**config.mk**
```make
export PLATFORM = sky130hd
export DESIGN_NAME = stuffed_frame_receiver_crc16
export DESIGN_NICKNAME = d
export VERILOG_FILES = /design/src/rtl/sfr_pkg.sv /design/src/rtl/sfr_crc_byte.sv /design/src/rtl/stuffed_frame_receiver_crc16.sv
export SDC_FILE = /design/constraint.sdc
export NUM_CORES = 1
export LEC_CHECK = 0
export BUFFER_PORTS_ARGS = -buffer_cell sky130_fd_sc_hd__buf_2
export CORE_MARGIN = 3
export CORE_UTILIZATION = 30
export CTS_BUF_LIST = sky130_fd_sc_hd__clkbuf_8 sky130_fd_sc_hd__clkbuf_16
export DETAILED_ROUTE_END_ITERATION = 16
export GPL_TIMING_DRIVEN = 0
export PLACE_DENSITY = 0.46
export SLEW_MARGIN = 20
export SYNTH_ARGS = -nofsm -noshare
export SYNTH_HDL_FRONTEND = slang
export SYNTH_SLANG_ARGS = --single-unit
```
**constraint.sdc**
```tcl
create_clock -name clk -period 13.6 [get_ports clk]
set_input_delay 0.68 -clock clk [delete_from_list [all_inputs] [get_ports clk]]
set_output_delay 0.68 -clock clk [all_outputs]
set_load 0.1 [all_outputs]
```
**src/rtl/sfr_pkg.sv**
```systemverilog
// Shared types and constants of the stuffed frame receiver.
`timescale 1ns / 1ps
`default_nettype none

package sfr_pkg;

	localparam int unsigned CRC_W = 16;

	localparam logic [7:0] START_BYTE     = 8'h7F;
	localparam logic [8:0] FRAME_OVERHEAD = 9'd5;
	localparam logic [8:0] BASE_LENGTH    = 9'd3;

	// Configuration register indexes.
	typedef enum logic [1:0] {
		REG_DEVICE_ADDRESS = 2'd0,
		REG_CRC_SEED       = 2'd1,
		REG_CRC_POLY       = 2'd2
	} sfr_reg_t;

	// One result as it waits in the output queue.
	typedef struct packed {
		logic [7:0] frame_byte;
		logic [8:0] byte_index;
		logic       restarted;
		logic       frame_end;
		logic       address_match;
		logic       frame_good;
		logic       sequence_bit;
	} sfr_result_t;

endpackage

`default_nettype wire

```
**src/rtl/sfr_crc_byte.sv**
```systemverilog
// Byte-wide update of the MSB-first CRC-16, eight shift steps unrolled.
`timescale 1ns / 1ps
`default_nettype none

module sfr_crc_byte
	import sfr_pkg::*;
(
	input  wire logic [CRC_W-1:0] crc_in,
	input  wire logic [7:0]       data,
	input  wire logic [CRC_W-1:0] poly,
	output logic      [CRC_W-1:0] crc_out
);

	always_comb begin
		logic [CRC_W-1:0] acc;
		acc = crc_in ^ {data, 8'h00};
		for (int k = 0; k < 8; k++) begin
			if (acc[CRC_W-1]) begin
				acc = {acc[CRC_W-2:0], 1'b0} ^ poly;
			end else begin
				acc = {acc[CRC_W-2:0], 1'b0};
			end
		end
		crc_out = acc;
	end

endmodule

`default_nettype wire

```
**src/rtl/stuffed_frame_receiver_crc16.sv**
```systemverilog
// Top level of the byte-stuffed frame receiver with CRC-16 check.
// Usage:
//   Serial bytes enter on the s_axis channel, one request per byte. Each byte is
//   unstuffed and placed into the current frame; bytes dropped while hunting
//   and a lone 0x7F or the first 0x7F of a doubled pair give no result. Every other byte gives
//   one result request on m_axis: the frame byte, its index, and flags. tlast
//   marks the last byte of a frame, where address_match and frame_good are valid.
//   Configuration writes on the cfg channel are always ready and must only be
//   issued while the receiver is idle.
//   A byte passes the input register, then one pass of framing and CRC logic
//   into the output queue, from which its result is offered.
//   Throughput: one byte per cycle while the queue has room (byte-wide CRC update).
//   When the downstream side stalls, the two-entry output queue fills and the
//   input register then holds its byte, so s_axis_tready falls; no result is
//   lost. s_axis_tready depends on registers only.
//   Reset clears the queue and returns the receiver to hunting for a start byte,
//   with device_address 0, crc_seed 0xFFFF and crc_poly 0x8005.
`timescale 1ns / 1ps
`default_nettype none

module stuffed_frame_receiver_crc16
	import sfr_pkg::*;
(
	input  wire logic        clk,
	input  wire logic        arst_n,
	// Receive byte stream.
	input  wire logic        s_axis_tvalid,
	output logic             s_axis_tready,
	input  wire logic [7:0]  s_axis_tdata,   // [7:0] rx_byte
	// Frame byte stream.
	output logic             m_axis_tvalid,
	input  wire logic        m_axis_tready,
	output logic [23:0]      m_axis_tdata,   // [7:0] frame_byte, [16:8] byte_index, rest zero
	output logic [3:0]       m_axis_tuser,   // [0] restarted, [1] address_match,
	                                         // [2] frame_good, [3] sequence_bit
	output logic             m_axis_tlast,   // frame_end
	// Configuration writes.
	input  wire logic        cfg_valid,
	output logic             cfg_ready,
	input  wire logic [1:0]  cfg_index,
	input  wire logic [15:0] cfg_data
);

	localparam int unsigned QDEPTH = 2;

	// Configuration registers.
	logic [6:0]       dev_addr_q;
	logic [CRC_W-1:0] seed_q;
	logic [CRC_W-1:0] poly_q;

	// Input register.
	logic       valid_s1;
	logic [7:0] byte_s1;

	// Framing state.
	logic [8:0]       pos_q;
	logic             stuff_q;
	logic [8:0]       len_q;
	logic [CRC_W-1:0] crc_q;
	logic [7:0]       held_lo_q;
	logic [7:0]       addr_q;

	logic [8:0]       pos_n;
	logic             stuff_n;
	logic [8:0]       len_n;
	logic [CRC_W-1:0] crc_n;
	logic [7:0]       held_lo_n;
	logic [7:0]       addr_n;

	logic             has_result;
	sfr_result_t      res;
	logic             crc_from_seed;
	logic [CRC_W-1:0] crc_base;
	logic [CRC_W-1:0] crc_upd;

	// Output queue.
	sfr_result_t queue_q [QDEPTH];
	logic        wr_ptr_q;
	logic        rd_ptr_q;
	logic [1:0]  count_q;

	logic advance;
	logic push;
	logic pop;

	assign cfg_ready = 1'b1;

	always_ff @(posedge clk or negedge arst_n) begin
		if (!arst_n) begin
			dev_addr_q <= 7'd0;
			seed_q     <= 16'hFFFF;
			poly_q     <= 16'h8005;
		end else if (cfg_valid) begin
			unique case (sfr_reg_t'(cfg_index))
				REG_DEVICE_ADDRESS: dev_addr_q <= cfg_data[6:0];
				REG_CRC_SEED:       seed_q     <= cfg_data;
				REG_CRC_POLY:       poly_q     <= cfg_data;
				default:            ;
			endcase
		end
	end

	// The input register moves on whenever the queue has room for a result.
	assign advance       = valid_s1 && (count_q != 2'(QDEPTH));
	assign s_axis_tready = !valid_s1 || (count_q != 2'(QDEPTH));

	always_ff @(posedge clk or negedge arst_n) begin
		if (!arst_n) begin
			valid_s1 <= 1'b0;
		end else if (s_axis_tready) begin
			valid_s1 <= s_axis_tvalid;
		end
	end

	always_ff @(posedge clk) begin
		if (s_axis_tready && s_axis_tvalid) begin
			byte_s1 <= s_axis_tdata;
		end
	end

	// The CRC restarts from the seed on the address byte, whether it follows the
	// start byte directly or comes after a lone start byte.
	assign crc_from_seed = (stuff_q && (byte_s1 != START_BYTE)) || (pos_q == 9'd1);
	assign crc_base      = crc_from_seed ? seed_q : crc_q;

	sfr_crc_byte u_crc (
		.crc_in  (crc_base),
		.data    (byte_s1),
		.poly    (poly_q),
		.crc_out (crc_upd)
	);

	always_comb begin
		logic       place;
		logic [9:0] p_ext;
		logic [9:0] len_ext;
		logic       match;

		pos_n      = pos_q;
		stuff_n    = stuff_q;
		len_n      = len_q;
		crc_n      = crc_q;
		held_lo_n  = held_lo_q;
		addr_n     = addr_q;
		has_result = 1'b0;
		res        = '0;
		place      = 1'b0;
		match      = 1'b0;
		p_ext      = {1'b0, pos_q};
		len_ext    = {1'b0, len_q};

		if (pos_q == 9'd0) begin
			// Hunting: only a start byte opens a frame.
			if (byte_s1 == START_BYTE) begin
				pos_n          = 9'd1;
				stuff_n        = 1'b0;
				len_n          = BASE_LENGTH;
				crc_n          = seed_q;
				addr_n         = 8'd0;
				has_result     = 1'b1;
				res.frame_byte = byte_s1;
			end
		end else begin
			if (stuff_q) begin
				stuff_n = 1'b0;
				if (byte_s1 != START_BYTE) begin
					// Lone start byte: this byte is the address of a new frame.
					addr_n           = byte_s1;
					crc_n            = crc_upd;
					len_n            = BASE_LENGTH;
					pos_n            = 9'd2;
					has_result       = 1'b1;
					res.frame_byte   = byte_s1;
					res.byte_index   = 9'd1;
					res.restarted    = 1'b1;
					res.sequence_bit = byte_s1[7];
				end else begin
					place = 1'b1;
				end
			end else if (byte_s1 == START_BYTE) begin
				stuff_n = 1'b1;
			end else begin
				place = 1'b1;
			end

			if (place) begin
				pos_n = pos_q + 9'd1;
				if (pos_q == 9'd1) begin
					addr_n = byte_s1;
					crc_n  = crc_upd;
				end else if (pos_q == 9'd2) begin
					len_n = {1'b0, byte_s1} + FRAME_OVERHEAD;
					crc_n = crc_upd;
				end else if (p_ext + 10'd2 == len_ext) begin
					held_lo_n = byte_s1;
				end else if (p_ext + 10'd1 == len_ext) begin
					// The CRC high byte is compared straight from the input.
				end else begin
					crc_n = crc_upd;
				end

				has_result       = 1'b1;
				res.frame_byte   = byte_s1;
				res.byte_index   = pos_q;
				res.sequence_bit = addr_n[7];

				if (pos_n == len_n) begin
					match             = (addr_n[6:0] == dev_addr_q);
					res.frame_end     = 1'b1;
					res.address_match = match;
					res.frame_good    = match && (held_lo_n == crc_n[7:0])
					                    && (byte_s1 == crc_n[15:8]);
					pos_n             = 9'd0;
					stuff_n           = 1'b0;
					len_n             = BASE_LENGTH;
				end
			end
		end
	end

	always_ff @(posedge clk or negedge arst_n) begin
		if (!arst_n) begin
			pos_q     <= 9'd0;
			stuff_q   <= 1'b0;
			len_q     <= BASE_LENGTH;
			crc_q     <= 16'hFFFF;
			held_lo_q <= 8'd0;
			addr_q    <= 8'd0;
		end else if (advance) begin
			pos_q     <= pos_n;
			stuff_q   <= stuff_n;
			len_q     <= len_n;
			crc_q     <= crc_n;
			held_lo_q <= held_lo_n;
			addr_q    <= addr_n;
		end
	end

	// Two-entry output queue decouples the stream sides.
	assign push = advance && has_result;
	assign pop  = m_axis_tvalid && m_axis_tready;

	always_ff @(posedge clk or negedge arst_n) begin
		if (!arst_n) begin
			wr_ptr_q <= 1'b0;
			rd_ptr_q <= 1'b0;
			count_q  <= 2'd0;
		end else begin
			if (push) begin
				wr_ptr_q <= !wr_ptr_q;
			end
			if (pop) begin
				rd_ptr_q <= !rd_ptr_q;
			end
			count_q <= count_q + {1'b0, push} - {1'b0, pop};
		end
	end

	always_ff @(posedge clk) begin
		if (push) begin
			queue_q[wr_ptr_q] <= res;
		end
	end

	always_comb begin
		sfr_result_t head;
		head            = queue_q[rd_ptr_q];
		m_axis_tvalid   = (count_q != 2'd0);
		m_axis_tdata    = {7'd0, head.byte_index, head.frame_byte};
		m_axis_tuser    = {head.sequence_bit, head.frame_good, head.address_match,
		                   head.restarted};
		m_axis_tlast    = head.frame_end;
	end

	// A good frame always matched the address and ends the frame.
	assert property (@(posedge clk) disable iff (!arst_n)
		(m_axis_tvalid && m_axis_tuser[2]) |-> (m_axis_tuser[1] && m_axis_tlast))
		else $error("frame_good reported without address match or frame end");

	// A restart result is always the address position and never ends a frame.
	assert property (@(posedge clk) disable iff (!arst_n)
		(m_axis_tvalid && m_axis_tuser[0]) |->
		(m_axis_tdata[16:8] == 9'd1 && !m_axis_tlast))
		else $error("restart result with wrong index or frame end");

	// Index zero is only ever given to the start byte.
	assert property (@(posedge clk) disable iff (!arst_n)
		(m_axis_tvalid && m_axis_tdata[16:8] == 9'd0) |->
		(m_axis_tdata[7:0] == START_BYTE && m_axis_tuser == 4'd0))
		else $error("index zero on a byte other than the start byte");

	// After a frame end the receiver is back to hunting.
	assert property (@(posedge clk) disable iff (!arst_n)
		(push && res.frame_end) |=> (pos_q == 9'd0 && !stuff_q))
		else $error("receiver not hunting after frame end");

endmodule

`default_nettype wire

```
[Yosys cells after proc, flatten, opt, wreduce, memory -nomap -nowiden]
Memory sizes are Yosys's and may differ from the RTL's.
Index checks and enable logic that the tools add are counted.
Storage, ports and cells
  bits in registers: 103
  bits in latches: 0
  memory bits (writable): 44
  ROM bits: 0
  input port bits: 31
  output and inout bits: 32
  word-level logic and storage cells: 143
  memories kept: 1
Operators by class
  add/sub/neg operators: 6
  $mul: 0
  divide/modulo/power cells: 0
  order comparisons: 0
  equality and inequality tests: 14
  shift operators: 0
  multiplexer cells: 75
  bitwise gates (word level): 10
  reduce and logical (&&, ||, !) cells: 23
Memory list
  queue_q: words 2, bits a word 22, read ports 1, clocked after Yosys merged registers in 0, write ports 1, RTL line stuffed_frame_receiver_crc16.sv:77  | sfr_result_t queue_q [QDEPTH];
Operators with widths (count)
  16-bit two-way mux: 20
  9-bit two-way mux: 16
  16-bit bitwise XOR: 9
  8-bit two-way mux: 15
  18-bit two-way mux: 2
  10-bit by 9-bit equality test with 1-bit output: 2
  1-bit two-way mux: 18
  17-bit two-way mux: 1
  8-bit equality test: 2
  14-bit two-way mux: 1
  9-bit by 1-bit adder with 10-bit output (second input constant): 1
  9-bit by 2-bit adder with 10-bit output (second input constant): 1
  8-bit by 3-bit adder with 9-bit output (second input constant): 1
  9-bit by 1-bit adder with 9-bit output (second input constant): 1
  9-bit by 1-bit equality test with 1-bit output (second input constant): 1
  9-bit by 2-bit equality test with 1-bit output (second input constant): 1
  9-bit equality test: 1
  9-bit logical NOT: 1
  8-bit by 7-bit equality test with 1-bit output (second input constant): 1
  8-bit by 7-bit != test with 1-bit output (second input constant): 1
  2-bit AND reduction: 4
  7-bit equality test: 1
  1-bit logical AND: 7
  3-bit nonzero test: 2
  other kinds (15): 18

[Depth between registers and ports, before layout]
  depth after elaboration: 35
  depth in mapped cells: 25
  gate-level depth less buffers: 19

[Hierarchy]
A second synthesis with hierarchy kept.
Second synthesis, totals
  cells, all modules: 1109
  area total of the unflattened synthesis: 11125.7 um^2
Modules (own cells, without submodules)
  stuffed_frame_receiver_crc16: instances 1, cells each 726, area an instance 8227.9 um^2, seq. area each 3985.1 um^2
  sfr_crc_byte: instances 1, cells each 383, area an instance 2897.8 um^2, seq. area each 0.0 um^2

[Worst setup path before layout]
Ideal clock, no wire load.
  path type: reg2reg
  from: reg byte_s1[6]
  to: mem queue_q[0][1] (netlist name), data pin
  setup time: 0.139 ns
  arrival time: 5.901 ns
  required time: 13.461 ns
  setup slack: 7.560 ns
  stages on the path, launching flop included: 24
  buffers on the path: 5
  clock period less this slack: 6.040 ns
  cells stage by stage: edfxtp_1 -> buf_2 -> buf_1 -> nand4_1 -> or3_1 -> ha_1 -> a21o_1 -> buf_2 -> or4_1 -> and4_4 -> buf_6 -> a211o_1 -> and4_4 -> o211a_1 -> or3_1 -> and4_4 -> or4_4 -> buf_6 -> and3_1 -> xnor3_1 -> nor4b_1 -> o2111ai_1 -> o21ai_0 -> and4b_1
RTL lines
  start, declared: RTL line stuffed_frame_receiver_crc16.sv:53  | logic [7:0] byte_s1;
  start signal, assigned: RTL line stuffed_frame_receiver_crc16.sv:117  | byte_s1 <= s_axis_tdata;
  end, declared: RTL line stuffed_frame_receiver_crc16.sv:77

==> metrics.txt <==
nets=1279; CTS tree=done; synth warn=0; Cells after DPL=1680; reg2reg setup slack=5.83 ns; endpoint arrival time on the critical path=8.05 ns; Reg2Reg Depth=21; Top cell by count, worst path=or3_1; #FFs+latches synth=147; clk root buf=clkbuf_16; CTS clk-pin slew, worst paths=0.07 ns; drt total wl=33.5 mm; worst setup margin=5.83 ns; Final Cycle Share=57.1%; EDFF count, synth=52; First-pass DRT Iterations=5; Setup crit end kind=register; outcome=completed; GRT Total Usage=17.5%; final non-filler cell total=1713; H-tree levels=4; pre-CTS setup slack=5.84 ns; clk_skew=0.0122 ns; placed cell area=11900 um2; Port Buf Inserts=54; first-pass GRT wire length=52.7 mm; RR Startpoint=byte_s1[3]; Post-DP HPWL=25.3 mm; Register Area=3990 um2; Final setup viols=0; Starting Density=30.6%; Placer Congestion=0.879; layout cells sized above 1=19.7%; DR iter-0 viols=619; post-synthesis cell area=11000 um2; CTS Hold Bufs=0; setup repair after global routing missed its margin=false; cells resized by post-CTS repair=0; Worst EP required=13.88 ns; gate count after technology mapping=1157; HP Class=primary input to asynchronous set/reset pin; Die X=197 um; post-route minimum period=7.77 ns; worst slew pin tran=0.960 ns; Clock Path Buffers=2; drt wl/cell=19.5 um; DRC=0; critical path class=register to register; vias=8778; commonest non-fill, non-tap cell in the layout=nand2_1; largest net degree at the start of global routing=52; total gr overflow=0; Main synth FF type=dfrtp_1; FP Rows=69; I/O pin cnt=63; number of max-cap violations=0; CP Cell Sequence=buf_1 > nand4_1 > or3_1 > ha_1 > a21oi_2 > clkbuf_1 > buf_2 > nand3_1 > o211ai_1 > xor3_1 > o21a_1 > or3_1 > and4_4 > or4_4 > buf_6 > and3_1 > xnor3_1 > nor4b_1 > o2111ai_1 > o21ai_0 > and4b_1; Die Span Y=197 um; post-CTS setup buffers=0; Fin Setup TNS=0 ns; Slowest cell on crit path=o211ai_1; end of the critical path=queue_q[0][1]; sequential fraction of the synthesis area=36.3%; r2r endpoint=queue_q[0][1]; fillcell total=3621; Rel. slew slack=35.1%; CTS Buf Count=17; via-per-instance ratio=5.12; asr flop ratio synth=64.6%; core outline area=35800 um2; vias in the first global route=8824; Routed Antenna Nets=0; Crit Path Max Fanout=10; Synth-to-Final Area Change=13.9%; initial antenna violation count=0; CP peak stage delay=0.65 ns; die area=38900 um2; Unique masters post-synth=84; hold violation count in the final report=0; final instance area=12500 um2; crit start category=register; Multi-input gate area=6550 um2; CTS sink cnt=147; most frequent cells in the layout=nand2_1, xnor2_1, o21ai_0, mux2_2, buf_2; Skew-Pair Late Insertion Delay=0.45 ns; fmax=129 MHz; syn_area_per_cell=9.48 um2; worst setup path startpoint=byte_s1[3]; max-slew violations=0
[critical path: cells and delay by family, from the launching register on]
family | cells | cell delay (ns)
AND/OR/NAND/NOR | 9 | 2.75
buffers and inverters | 4 | 1.56
XOR/XNOR | 2 | 0.91
AO/OA/AOI/OAI | 5 | 1.54
adder cells (fa/ha/maj) | 1 | 0.34
flip-flops | 1 | 0.48
[synthesized netlist by cell type, types with 7 or more instances]
cell type / count / area, um2
inv_1: 18 / 67.6
and3_1: 13 / 81.3
xnor3_1: 18 / 405
a21o_1: 9 / 67.6
buf_4: 11 / 82.6
o22ai_1: 28 / 175
or2_2: 7 / 43.8
o211ai_1: 14 / 105
ha_1: 10 / 125
xor2_1: 33 / 289
dfstp_2: 37 / 972
a22o_1: 11 / 96.3
a21oi_1: 34 / 170
nand4_1: 16 / 100
nor3_1: 13 / 65.1
and2_1: 22 / 138
nand2_1: 146 / 548
nand3_1: 40 / 200
nor2b_1: 18 / 113
clkbuf_1: 56 / 210
edfxtp_1: 52 / 1560
nor2_1: 61 / 229
xnor2_1: 113 / 990
buf_2: 9 / 45.0
o21ai_0: 71 / 355
a21boi_0: 7 / 52.6
dfrtp_1: 58 / 1450
mux2_2: 67 / 754
a211oi_1: 8 / 60.1
mux2i_1: 24 / 240
[sequential cells by signal, summed over array words and instances, names as in the netlist, 9 cells and up]
signal,count
queue_q,44
crc_q,16
len_q,9
pos_q,9
seed_q,16
poly_q,16
[worst min path at each step]
stage / to / slack, ns / start / cells after the start
after floorplan: addr_q[0] / 0.38 / arst_n / 0
after global placement: held_lo_q[0] / 0.46 / held_lo_q[0] / 2
after detailed placement: held_lo_q[3] / 0.47 / held_lo_q[3] / 2
after CTS: rd_ptr_q / 0.19 / arst_n / 1
after global routing: pos_q[8] / 0.22 / arst_n / 1
final: pos_q[8] / 0.19 / arst_n / 1
[stage by stage]
stage	utilization (%)	hold WS (ns)
finish	34.9	0.186
CTS	34.8	0.187
floorplan	-	0.384
global route	34.9	0.218
detailed placement	33.2	0.470
global placement	33.0	0.461
[metal layers]
| layer | GRT usage [%] | part of all wire [%] | vias to the layer above |
|---|---|---|---|
| met5 | 0 | 0 | - |
| met4 | 4.70 | 1.8 | 0 |
| met3 | 2.85 | 3.6 | 35 |
| met2 | 28.5 | 47 | 204 |
| met1 | 24.3 | 48 | 4229 |
| li1 | - | - | 4310 |
[cells by family after synthesis]
logic type / after synthesis / synth area share, %
simple gates: 386 / 17.7
compound gates: 248 / 15.2
xor+xnor: 168 / 16.1
flops: 147 / 36.3
buf+inv: 105 / 4.36
mux: 91 / 9.07
fa+ha+maj: 10 / 1.14
other cells: 2 / 0.0685
[final cells by class]
class,count,area share [%]
antenna,1,0.0200
buffer,87,3.29
clock buffer,17,3.41
clock inverter,15,1.32
inverter,18,0.541
multi-input combinational,911,52.4
sequential,147,31.9
tap,461,4.62
timing repair buffer,56,2.47
Power is left out: the tool's default activity adds up to more than one toggle a clock period on the data nets, which glitch-free logic cannot reach.
